==> src/rtl/clipped_argb_alpha_blit_unit_defines.svh <==
// Assertion macros for the blit unit. Every check is clocked on clock and
// is switched off while reset is high.
`ifndef CLIPPED_ARGB_ALPHA_BLIT_UNIT_DEFINES_SVH
`define CLIPPED_ARGB_ALPHA_BLIT_UNIT_DEFINES_SVH

`ifndef SYNTHESIS

// Same-cycle implication.
`define CAB_ASSERT_IMPLY(lbl, ante, cons, msg) \
   lbl: assert property (@(posedge clock) disable iff (reset) (ante) |-> (cons)) \
      else $error(msg);

// Next-cycle implication.
`define CAB_ASSERT_NEXT(lbl, ante, cons, msg) \
   lbl: assert property (@(posedge clock) disable iff (reset) (ante) |=> (cons)) \
      else $error(msg);

`else

`define CAB_ASSERT_IMPLY(lbl, ante, cons, msg)
`define CAB_ASSERT_NEXT(lbl, ante, cons, msg)

`endif

`endif

==> src/rtl/cab_pkg.sv <==
`timescale 1ns / 1ps
`default_nettype none

package cab_pkg;

   // Default clip limit for the destination size.
   localparam int MAX_DIM_DEFAULT = 4096;

   // Field widths.
   localparam int OFFSET_W = 14;
   localparam int DIM_W    = 13;
   localparam int ALPHA_W  = 8;
   localparam int COORD_W  = 12;
   localparam int COLOR_W  = 32;
   localparam int ADDR_W   = 24;
   localparam int CSR_IDX_W  = 3;
   localparam int CSR_DATA_W = 14;

   // Pipeline depth, output register included.
   localparam int NUM_STAGES = 4;

   // Configuration register indexes.
   localparam logic [CSR_IDX_W-1:0] CSR_OFFSET_X     = 3'd0;
   localparam logic [CSR_IDX_W-1:0] CSR_OFFSET_Y     = 3'd1;
   localparam logic [CSR_IDX_W-1:0] CSR_DEST_WIDTH   = 3'd2;
   localparam logic [CSR_IDX_W-1:0] CSR_DEST_HEIGHT  = 3'd3;
   localparam logic [CSR_IDX_W-1:0] CSR_GLOBAL_ALPHA = 3'd4;

   // Reset values of the configuration registers.
   localparam logic [DIM_W-1:0]   DIM_RESET   = 13'd4096;
   localparam logic [ALPHA_W-1:0] ALPHA_FULL  = 8'hff;

   typedef struct packed {
      logic signed [OFFSET_W-1:0] offset_x;
      logic signed [OFFSET_W-1:0] offset_y;
      logic [DIM_W-1:0]           dest_width;
      logic [DIM_W-1:0]           dest_height;
      logic [ALPHA_W-1:0]         global_alpha;
   } cfg_type;

   // Per-stage load enables shared by both datapaths.
   typedef struct packed {
      logic [NUM_STAGES-1:0] en;
   } stage_ctrl_type;

   // Floor of x / 255 for any 16-bit x up to 65279, by reciprocal with correction.
   function automatic logic [ALPHA_W-1:0] div255(input logic [15:0] x);
      logic [16:0] t;
      t = 17'(x) + 17'd1 + 17'(x[15:8]);
      return t[15:8];
   endfunction

endpackage

`default_nettype wire

==> src/rtl/cab_csr.sv <==
`timescale 1ns / 1ps
`default_nettype none

module cab_csr (
   input  wire logic                             clock,
   input  wire logic                             reset,
   input  wire logic                             csr_we,
   input  wire logic [cab_pkg::CSR_IDX_W-1:0]    csr_index,
   input  wire logic [cab_pkg::CSR_DATA_W-1:0]   csr_wdata,
   output cab_pkg::cfg_type                      cfg
);

   cab_pkg::cfg_type cfg_ff;
   cab_pkg::cfg_type cfg_in;

   // Decode the write; unknown indexes are ignored.
   always_comb begin
      cfg_in = cfg_ff;
      if (csr_we) begin
         case (csr_index)
            cab_pkg::CSR_OFFSET_X:     cfg_in.offset_x     = $signed(csr_wdata);
            cab_pkg::CSR_OFFSET_Y:     cfg_in.offset_y     = $signed(csr_wdata);
            cab_pkg::CSR_DEST_WIDTH:   cfg_in.dest_width   = csr_wdata[cab_pkg::DIM_W-1:0];
            cab_pkg::CSR_DEST_HEIGHT:  cfg_in.dest_height  = csr_wdata[cab_pkg::DIM_W-1:0];
            cab_pkg::CSR_GLOBAL_ALPHA: cfg_in.global_alpha = csr_wdata[cab_pkg::ALPHA_W-1:0];
            default:                   cfg_in = cfg_ff;
         endcase
      end
   end

   always_ff @(posedge clock) begin
      if (reset) begin
         cfg_ff.offset_x     <= '0;
         cfg_ff.offset_y     <= '0;
         cfg_ff.dest_width   <= cab_pkg::DIM_RESET;
         cfg_ff.dest_height  <= cab_pkg::DIM_RESET;
         cfg_ff.global_alpha <= cab_pkg::ALPHA_FULL;
      end else begin
         cfg_ff <= cfg_in;
      end
   end

   assign cfg = cfg_ff;

endmodule

`default_nettype wire

==> src/rtl/cab_geom.sv <==
`timescale 1ns / 1ps
`default_nettype none

module cab_geom #(
   parameter int MAX_DIM = cab_pkg::MAX_DIM_DEFAULT
) (
   input  wire logic                             clock,
   input  wire cab_pkg::stage_ctrl_type          ctrl,
   input  wire cab_pkg::cfg_type                 cfg,
   input  wire logic [cab_pkg::COORD_W-1:0]      src_x,
   input  wire logic [cab_pkg::COORD_W-1:0]      src_y,
   input  wire logic                             last_in,
   output logic                                  inside_s3,
   output logic                                  write_enable,
   output logic [cab_pkg::ADDR_W-1:0]            dest_address,
   output logic                                  last_out
);

   localparam int DIM_W = cab_pkg::DIM_W;
   localparam int POS_W = cab_pkg::OFFSET_W + 1;
   localparam int PROD_W = 2 * DIM_W;

   // Stage 1: offset position, clamp destination size.
   logic signed [POS_W-1:0] bx_ff, bx_in, by_ff, by_in;
   logic [DIM_W-1:0]        wc_ff, wc_in, hc_ff, hc_in;
   logic                    last1_ff;

   always_comb begin
      bx_in = $signed({3'b000, src_x}) + $signed({cfg.offset_x[cab_pkg::OFFSET_W-1], cfg.offset_x});
      by_in = $signed({3'b000, src_y}) + $signed({cfg.offset_y[cab_pkg::OFFSET_W-1], cfg.offset_y});
      wc_in = (32'(cfg.dest_width) > 32'(MAX_DIM)) ? DIM_W'(MAX_DIM) : cfg.dest_width;
      hc_in = (32'(cfg.dest_height) > 32'(MAX_DIM)) ? DIM_W'(MAX_DIM) : cfg.dest_height;
   end

   always_ff @(posedge clock) begin
      if (ctrl.en[0]) begin
         bx_ff    <= bx_in;
         by_ff    <= by_in;
         wc_ff    <= wc_in;
         hc_ff    <= hc_in;
         last1_ff <= last_in;
      end
   end

   // Stage 2: clip test and row times stride.
   logic              inside2_ff, inside2_in;
   logic [PROD_W-1:0] prod_ff, prod_in;
   logic [DIM_W-1:0]  col2_ff;
   logic              last2_ff;

   always_comb begin
      inside2_in = !bx_ff[POS_W-1] && !by_ff[POS_W-1]
                   && ($unsigned(bx_ff) < {2'b00, wc_ff})
                   && ($unsigned(by_ff) < {2'b00, hc_ff});
      prod_in = by_ff[DIM_W-1:0] * wc_ff;
   end

   always_ff @(posedge clock) begin
      if (ctrl.en[1]) begin
         inside2_ff <= inside2_in;
         prod_ff    <= prod_in;
         col2_ff    <= bx_ff[DIM_W-1:0];
         last2_ff   <= last1_ff;
      end
   end

   // Stage 3: add the column, zero the address of a clipped pixel.
   logic                      inside3_ff;
   logic [cab_pkg::ADDR_W-1:0] addr3_ff, addr3_in;
   logic                      last3_ff;

   always_comb begin
      addr3_in = inside2_ff ? cab_pkg::ADDR_W'(prod_ff + PROD_W'(col2_ff)) : '0;
   end

   always_ff @(posedge clock) begin
      if (ctrl.en[2]) begin
         inside3_ff <= inside2_ff;
         addr3_ff   <= addr3_in;
         last3_ff   <= last2_ff;
      end
   end

   // Stage 4: output register.
   logic                       we4_ff;
   logic [cab_pkg::ADDR_W-1:0] addr4_ff;
   logic                       last4_ff;

   always_ff @(posedge clock) begin
      if (ctrl.en[3]) begin
         we4_ff   <= inside3_ff;
         addr4_ff <= addr3_ff;
         last4_ff <= last3_ff;
      end
   end

   assign inside_s3    = inside3_ff;
   assign write_enable = we4_ff;
   assign dest_address = addr4_ff;
   assign last_out     = last4_ff;

endmodule

`default_nettype wire

==> src/rtl/cab_blend.sv <==
`timescale 1ns / 1ps
`default_nettype none

module cab_blend (
   input  wire logic                             clock,
   input  wire cab_pkg::stage_ctrl_type          ctrl,
   input  wire logic [cab_pkg::ALPHA_W-1:0]      global_alpha,
   input  wire logic [cab_pkg::COLOR_W-1:0]      src_color,
   input  wire logic [cab_pkg::COLOR_W-1:0]      dst_color,
   input  wire logic                             inside_s3,
   output logic [cab_pkg::COLOR_W-1:0]           out_color
);

   localparam int AW = cab_pkg::ALPHA_W;
   localparam int CW = cab_pkg::COLOR_W;
   localparam int PW = 2 * AW;

   // Stage 1: source alpha times global alpha.
   logic [CW-1:0] src1_ff, dst1_ff;
   logic [PW-1:0] mul1_ff;
   logic          sopaque1_ff;
   logic [AW-1:0] ga1_ff;

   always_ff @(posedge clock) begin
      if (ctrl.en[0]) begin
         src1_ff     <= src_color;
         dst1_ff     <= dst_color;
         mul1_ff     <= src_color[31:24] * global_alpha;
         sopaque1_ff <= (src_color[31:24] == cab_pkg::ALPHA_FULL);
         ga1_ff      <= global_alpha;
      end
   end

   // Stage 2: effective alpha.
   logic [CW-1:0] src2_ff, dst2_ff;
   logic [AW-1:0] a2_ff, a2_in;

   always_comb begin
      a2_in = sopaque1_ff ? ga1_ff : cab_pkg::div255(mul1_ff);
   end

   always_ff @(posedge clock) begin
      if (ctrl.en[1]) begin
         src2_ff <= src1_ff;
         dst2_ff <= dst1_ff;
         a2_ff   <= a2_in;
      end
   end

   // Stage 3: per-channel products for source and destination weights.
   logic [CW-1:0] src3_ff;
   logic          copy3_ff;
   logic [PW-1:0] ps3_ff [3];
   logic [PW-1:0] pd3_ff [3];
   logic [AW-1:0] inv_a;

   assign inv_a = cab_pkg::ALPHA_FULL - a2_ff;

   always_ff @(posedge clock) begin
      if (ctrl.en[2]) begin
         src3_ff  <= src2_ff;
         copy3_ff <= (a2_ff == cab_pkg::ALPHA_FULL);
         for (int c = 0; c < 3; c++) begin
            ps3_ff[c] <= src2_ff[c*AW +: AW] * a2_ff;
            pd3_ff[c] <= dst2_ff[c*AW +: AW] * inv_a;
         end
      end
   end

   // Stage 4: sum the scaled terms, pick copy or blend, zero when clipped.
   logic [CW-1:0] color4_ff, color4_in;
   logic [CW-1:0] blend;

   always_comb begin
      blend = {cab_pkg::ALPHA_FULL, {3*AW{1'b0}}};
      for (int c = 0; c < 3; c++) begin
         blend[c*AW +: AW] = ps3_ff[c][PW-1:AW] + pd3_ff[c][PW-1:AW];
      end
      if (!inside_s3) begin
         color4_in = '0;
      end else if (copy3_ff) begin
         color4_in = src3_ff;
      end else begin
         color4_in = blend;
      end
   end

   always_ff @(posedge clock) begin
      if (ctrl.en[3]) begin
         color4_ff <= color4_in;
      end
   end

   assign out_color = color4_ff;

endmodule

`default_nettype wire

==> src/rtl/clipped_argb_alpha_blit_unit.sv <==
`timescale 1ns / 1ps
`default_nettype none
// A request accepted on the req_ port moves through the four register stages in
// turn before its result is offered on the rsp_ port.
// Throughput: one pixel per cycle; each of the four register stages loads whenever
// it is empty or its content moves on, so a held result stalls the input only
// once all four stages are full.
// Reset (synchronous, active high) empties the pipeline and loads the
// configuration defaults: offsets 0, size 4096 by 4096, global alpha 255.

`include "clipped_argb_alpha_blit_unit_defines.svh"

module clipped_argb_alpha_blit_unit #(
   parameter int MAX_DIM = cab_pkg::MAX_DIM_DEFAULT
) (
   input  wire logic        clock,
   input  wire logic        reset,
   // Request stream.
   input  wire logic        req_tvalid,
   output logic             req_tready,
   // src_color[31:0], dst_color[63:32], src_x[75:64], src_y[87:76]
   input  wire logic [87:0] req_tdata,
   // last_in
   input  wire logic        req_tlast,
   // Result stream.
   output logic             rsp_tvalid,
   input  wire logic        rsp_tready,
   // dest_address[23:0], out_color[55:24]
   output logic [55:0]      rsp_tdata,
   // write_enable
   output logic             rsp_tuser,
   // last_out
   output logic             rsp_tlast,
   // Configuration writes.
   input  wire logic                           csr_we,
   input  wire logic [cab_pkg::CSR_IDX_W-1:0]  csr_index,
   input  wire logic [cab_pkg::CSR_DATA_W-1:0] csr_wdata
);

   localparam int NS = cab_pkg::NUM_STAGES;

   cab_pkg::cfg_type        cfg;
   cab_pkg::stage_ctrl_type ctrl;

   logic [NS-1:0] valid_ff, valid_in;
   logic [NS:0]   rdy;

   // A stage loads when it is empty or its content moves on.
   always_comb begin
      rdy[NS] = rsp_tready;
      for (int k = NS - 1; k >= 0; k--) begin
         rdy[k] = !valid_ff[k] || rdy[k+1];
      end
      ctrl.en = rdy[NS-1:0];
      valid_in = valid_ff;
      for (int k = 0; k < NS; k++) begin
         if (rdy[k]) begin
            valid_in[k] = (k == 0) ? req_tvalid : valid_ff[(k == 0) ? 0 : k-1];
         end
      end
   end

   always_ff @(posedge clock) begin
      if (reset) begin
         valid_ff <= '0;
      end else begin
         valid_ff <= valid_in;
      end
   end

   assign req_tready = rdy[0];
   assign rsp_tvalid = valid_ff[NS-1];

   cab_csr u_csr (
      .clock     (clock),
      .reset     (reset),
      .csr_we    (csr_we),
      .csr_index (csr_index),
      .csr_wdata (csr_wdata),
      .cfg       (cfg)
   );

   logic inside_s3;

   cab_geom #(
      .MAX_DIM (MAX_DIM)
   ) u_geom (
      .clock        (clock),
      .ctrl         (ctrl),
      .cfg          (cfg),
      .src_x        (req_tdata[75:64]),
      .src_y        (req_tdata[87:76]),
      .last_in      (req_tlast),
      .inside_s3    (inside_s3),
      .write_enable (rsp_tuser),
      .dest_address (rsp_tdata[23:0]),
      .last_out     (rsp_tlast)
   );

   cab_blend u_blend (
      .clock        (clock),
      .ctrl         (ctrl),
      .global_alpha (cfg.global_alpha),
      .src_color    (req_tdata[31:0]),
      .dst_color    (req_tdata[63:32]),
      .inside_s3    (inside_s3),
      .out_color    (rsp_tdata[55:24])
   );

   // A clipped pixel carries neither address nor color.
   `CAB_ASSERT_IMPLY(a_clip_zero, rsp_tvalid && !rsp_tuser, rsp_tdata == 56'd0, "clipped result not zero")

   // An empty pipeline always takes a request.
   `CAB_ASSERT_IMPLY(a_empty_ready, valid_ff == '0, req_tready, "empty pipeline stalls input")

   // Without a handshake on either side the number of requests in flight holds.
   `CAB_ASSERT_NEXT(a_count_hold, !(req_tvalid && req_tready) && !(rsp_tvalid && rsp_tready), $countones(valid_ff) == $past($countones(valid_ff)), "request lost or duplicated")

endmodule

`default_nettype wire

==> config.mk <==
export PLATFORM = sky130hd
export DESIGN_NAME = clipped_argb_alpha_blit_unit
export DESIGN_NICKNAME = d
export VERILOG_FILES = /design/src/rtl/cab_pkg.sv /design/src/rtl/cab_csr.sv /design/src/rtl/cab_geom.sv /design/src/rtl/cab_blend.sv /design/src/rtl/clipped_argb_alpha_blit_unit.sv
export VERILOG_INCLUDE_DIRS = /design/src /design/src/rtl
export SDC_FILE = /design/constraint.sdc
export NUM_CORES = 2
export LEC_CHECK = 0
export ABC_AREA = 0
export BUFFER_PORTS_ARGS = -buffer_cell sky130_fd_sc_hd__buf_2
export CAP_MARGIN = 15
export CORE_MARGIN = 3
export CORE_UTILIZATION = 40
export CTS_CLUSTER_DIAMETER = 50
export CTS_CLUSTER_SIZE = 12
export DETAILED_ROUTE_END_ITERATION = 7
export PLACE_DENSITY = 0.55
export SYNTH_ARGS = -nofsm -noshare
export SYNTH_HDL_FRONTEND = slang
export SYNTH_HIERARCHICAL = 1
export SYNTH_SLANG_ARGS = --single-unit
==> constraint.sdc <==
create_clock -name clock -period 6.1 [get_ports clock]
set_input_delay 0.305 -clock clock [delete_from_list [all_inputs] [get_ports clock]]
set_output_delay 0.305 -clock clock [all_outputs]
set_load 0.05 [all_outputs]
==> run summary <==
Placer Congestion = 0.8071
Clock sinks = 472
CP Max Fanout = 14
Largest area contributor in the netlist = edfxtp_1
Clock skew = 0.02181 ns
Post-place setup slack = 0.5520 ns
PostCTS Resize Cnt = 0
Finished layout cell area = 43,630 um2
Post-synthesis cell type count = 86
Final WL = 83,560 um
Die X-Extent = 315.5 um
Most frequent cells in the layout = 533 x inv_1, 406 x edfxtp_1, 385 x ha_1
Main synth FF type = edfxtp_1
Max-slew violations = 0
LEAKAGE = 19.93 nW
Die Y = 315.5 um
Synth top area share = 0.3181
Layout cells sized above 1 = 0.09289
First-pass GRT wire length = 136,500 um
Worst Hold Class = in2reg
Slew @ Worst Pin = 1.102 ns
Via count = 24.33k
Met2 wire len = 38,870 um
P&R area growth vs syn = 13.85%
Max VDD drop = 0.0004158 V
Largest net degree at the start of global routing = 91
Setup TNS = 0 ns
HP Start = req_tdata[31]
WL met3 = 3312 um
Number of synthesized flops with an enable pin = 406
CP arrival = 5.94 ns
Initial Util = 0.4070
Sequential fraction of the synthesis area = 0.3526
Fmax = 0.1786 GHz
Clock Pin Slew Worst Setup and Hold Paths = 0.06 ns
Multi-input logic area = 22,430 um2
Setup bufs post-CTS = 0
Post-route DRC = 0
Register bit total from synthesis = 472
Status = complete, no violations
Root Driver = clkbuf_16
I/O Buffers = 162
CTS buffer count = 67
Cell count after synthesis = 3,481
Metal1 wirelength = 39,850 um
Net Count, Synth = 4,349
CP required = 6.45 ns
Worst slew margin = 0.2653
RSZ-0062 raised after global routing = no
Tmin final = 5.599 ns
Fin crit share = 0.9178
GRT Residual Overflow = 0
Register Area = 13,510 um2
Final hold vios = 0
CTS tree = done
Die Footprint = 99,560 um2
Rows = 112
Final core utilization = 0.4634
Htree depth = 3
Count of final setup violators = 0
CP Launch Point = u_geom/wc_ff[1]
Post-synth ARST share = 0
Skew-Pair Late Insertion Delay = 0.61 ns
Initial DRT Pass Iterations = 5
Post-synthesis cell area = 38,330 um2
Setup ws final = 0.5013 ns
WL/cell = 16.63 um
Nets = 4,584
Largest cells by area after synthesis = edfxtp_1 32%, fa_1 19%, ha_1 13%
DR iter-0 viols = 1,121
Total track usage = 0.1733
CP startpoint kind = register
Clock Path Buffers = 3
Syn Area/Cell = 11.01 um2
Cell Pwr Density = 574.8 nW/um2
Initial antenna violation count = 7
Vias per cell = 4.842
Critical path capture point type = register
Max-Cap Viols = 0
Routed Antenna Nets = 0
Fillers = 8,745
Crit Path Class = reg2reg
DP HPWL = 62,740 um
Vias in the first global route = 25.45k
Number of I/O pins = 171
R2R Path Start = u_geom/wc_ff[1]
Commonest non-fill, non-tap cell in the layout = inv_1
Core area = 94,170 um2
Highest Signal Layer = met5
Placed inst area = 40,750 um2
YS warnings = 6
[synthesized netlist by cell type, types with 31 or more instances]
cell,n
edfxtp_1,406
nor2b_1,195
nand2b_1,125
mux2i_1,70
xnor2_1,88
fa_1,372
nand3_1,32
xor2_1,41
a21oi_1,88
o21ai_0,69
nor2_1,101
clkbuf_1,90
inv_1,533
dfxtp_1,66
nand2_1,198
and2_1,311
ha_1,385
o21a_1,31
[registers in the layout, indices dropped and copies added, names as in the netlist, 32 cells and up]
name	flops
u_blend/src1_ff	32
u_blend/out_color	32
u_blend/src3_ff	32
u_blend/src2_ff	32
u_csr/cfg	62
[routing by layer]
| layer | track usage | vias to the layer above |
|---|---|---|
| li1 | - | 11927 |
| met1 | 0.2388 | 11936 |
| met2 | 0.2867 | 367 |
| met3 | 0.02687 | 100 |
| met4 | 0.04336 | 2 |
| met5 | 0 | - |
[through the flow]
step	hold slack, ns	power (mW)	instances
after detailed placement	0.4045	21.39	4841
after floorplan	0.3741	17.83	3481
final	0.07101	25.08	5025
after CTS	0.02900	25.59	5022
after global placement	0.4015	21.24	4841
after global routing	0.05537	28.08	5022
[final timing paths]
check	slack [ns]	to	depth (start not counted)
min	0.07	u_blend/src1_ff[31]	1
max reg2reg	0.50	u_geom/prod_ff[20]	18
min reg2reg	0.41	u_geom/dest_address[8]	0
max	0.50	u_geom/prod_ff[20]	18
[cells by family (layout without fill, tap and decap cells)]
family                   count (synthesis)  count (layout)  synth area share
buffers and inverters                  637             924           0.06288
other                                    0               3                 0
AO/OA/AOI/OAI                          345             345           0.06056
adder cells (fa/ha/maj)                757             757            0.3200
flip-flops                             472             472            0.3526
XOR/XNOR                               130             130           0.03007
AND/OR/NAND/NOR                       1069            1069            0.1553
multiplexers                            71              71           0.01858
[where the power goes]
part           total [mW]  internal [mW]  switching [mW]
combinational        15.9           7.13            8.75
clock                3.93           2.42            1.51
sequential           5.27           4.86           0.407
[final cells by class]
class                      count  share of cell area
multi-input combinational   2372              0.5141
sequential                   472              0.3097
clock inverter                37            0.009864
antenna                        3           0.0001720
clock buffer                  84             0.04238
inverter                     534             0.04594
tap                         1254             0.03596
timing repair buffer         269             0.04187
[critical path, cell delays in order (launching register included)]
cell and delay (ns):
edfxtp_1 0.58, and2_1 0.27, fa_1 0.53, inv_1 0.05, fa_1 0.47, inv_1 0.06, fa_1 0.49, inv_1 0.06
fa_1 0.48, fa_1 0.49, inv_1 0.04, ha_1 0.38, nand2_1 0.08, o21ai_0 0.35, o31ai_1 0.12, buf_4 0.16
a21oi_1 0.31, nor4_1 0.08, a311o_1 0.34
[what timing repair did]
action | in CTS | in global routing
endpoints found under the hold margin | 62 | 0
endpoints found under the setup margin | 0 | 0
hold buffers | 60 | 0
(Power assumes the default switching activity.)
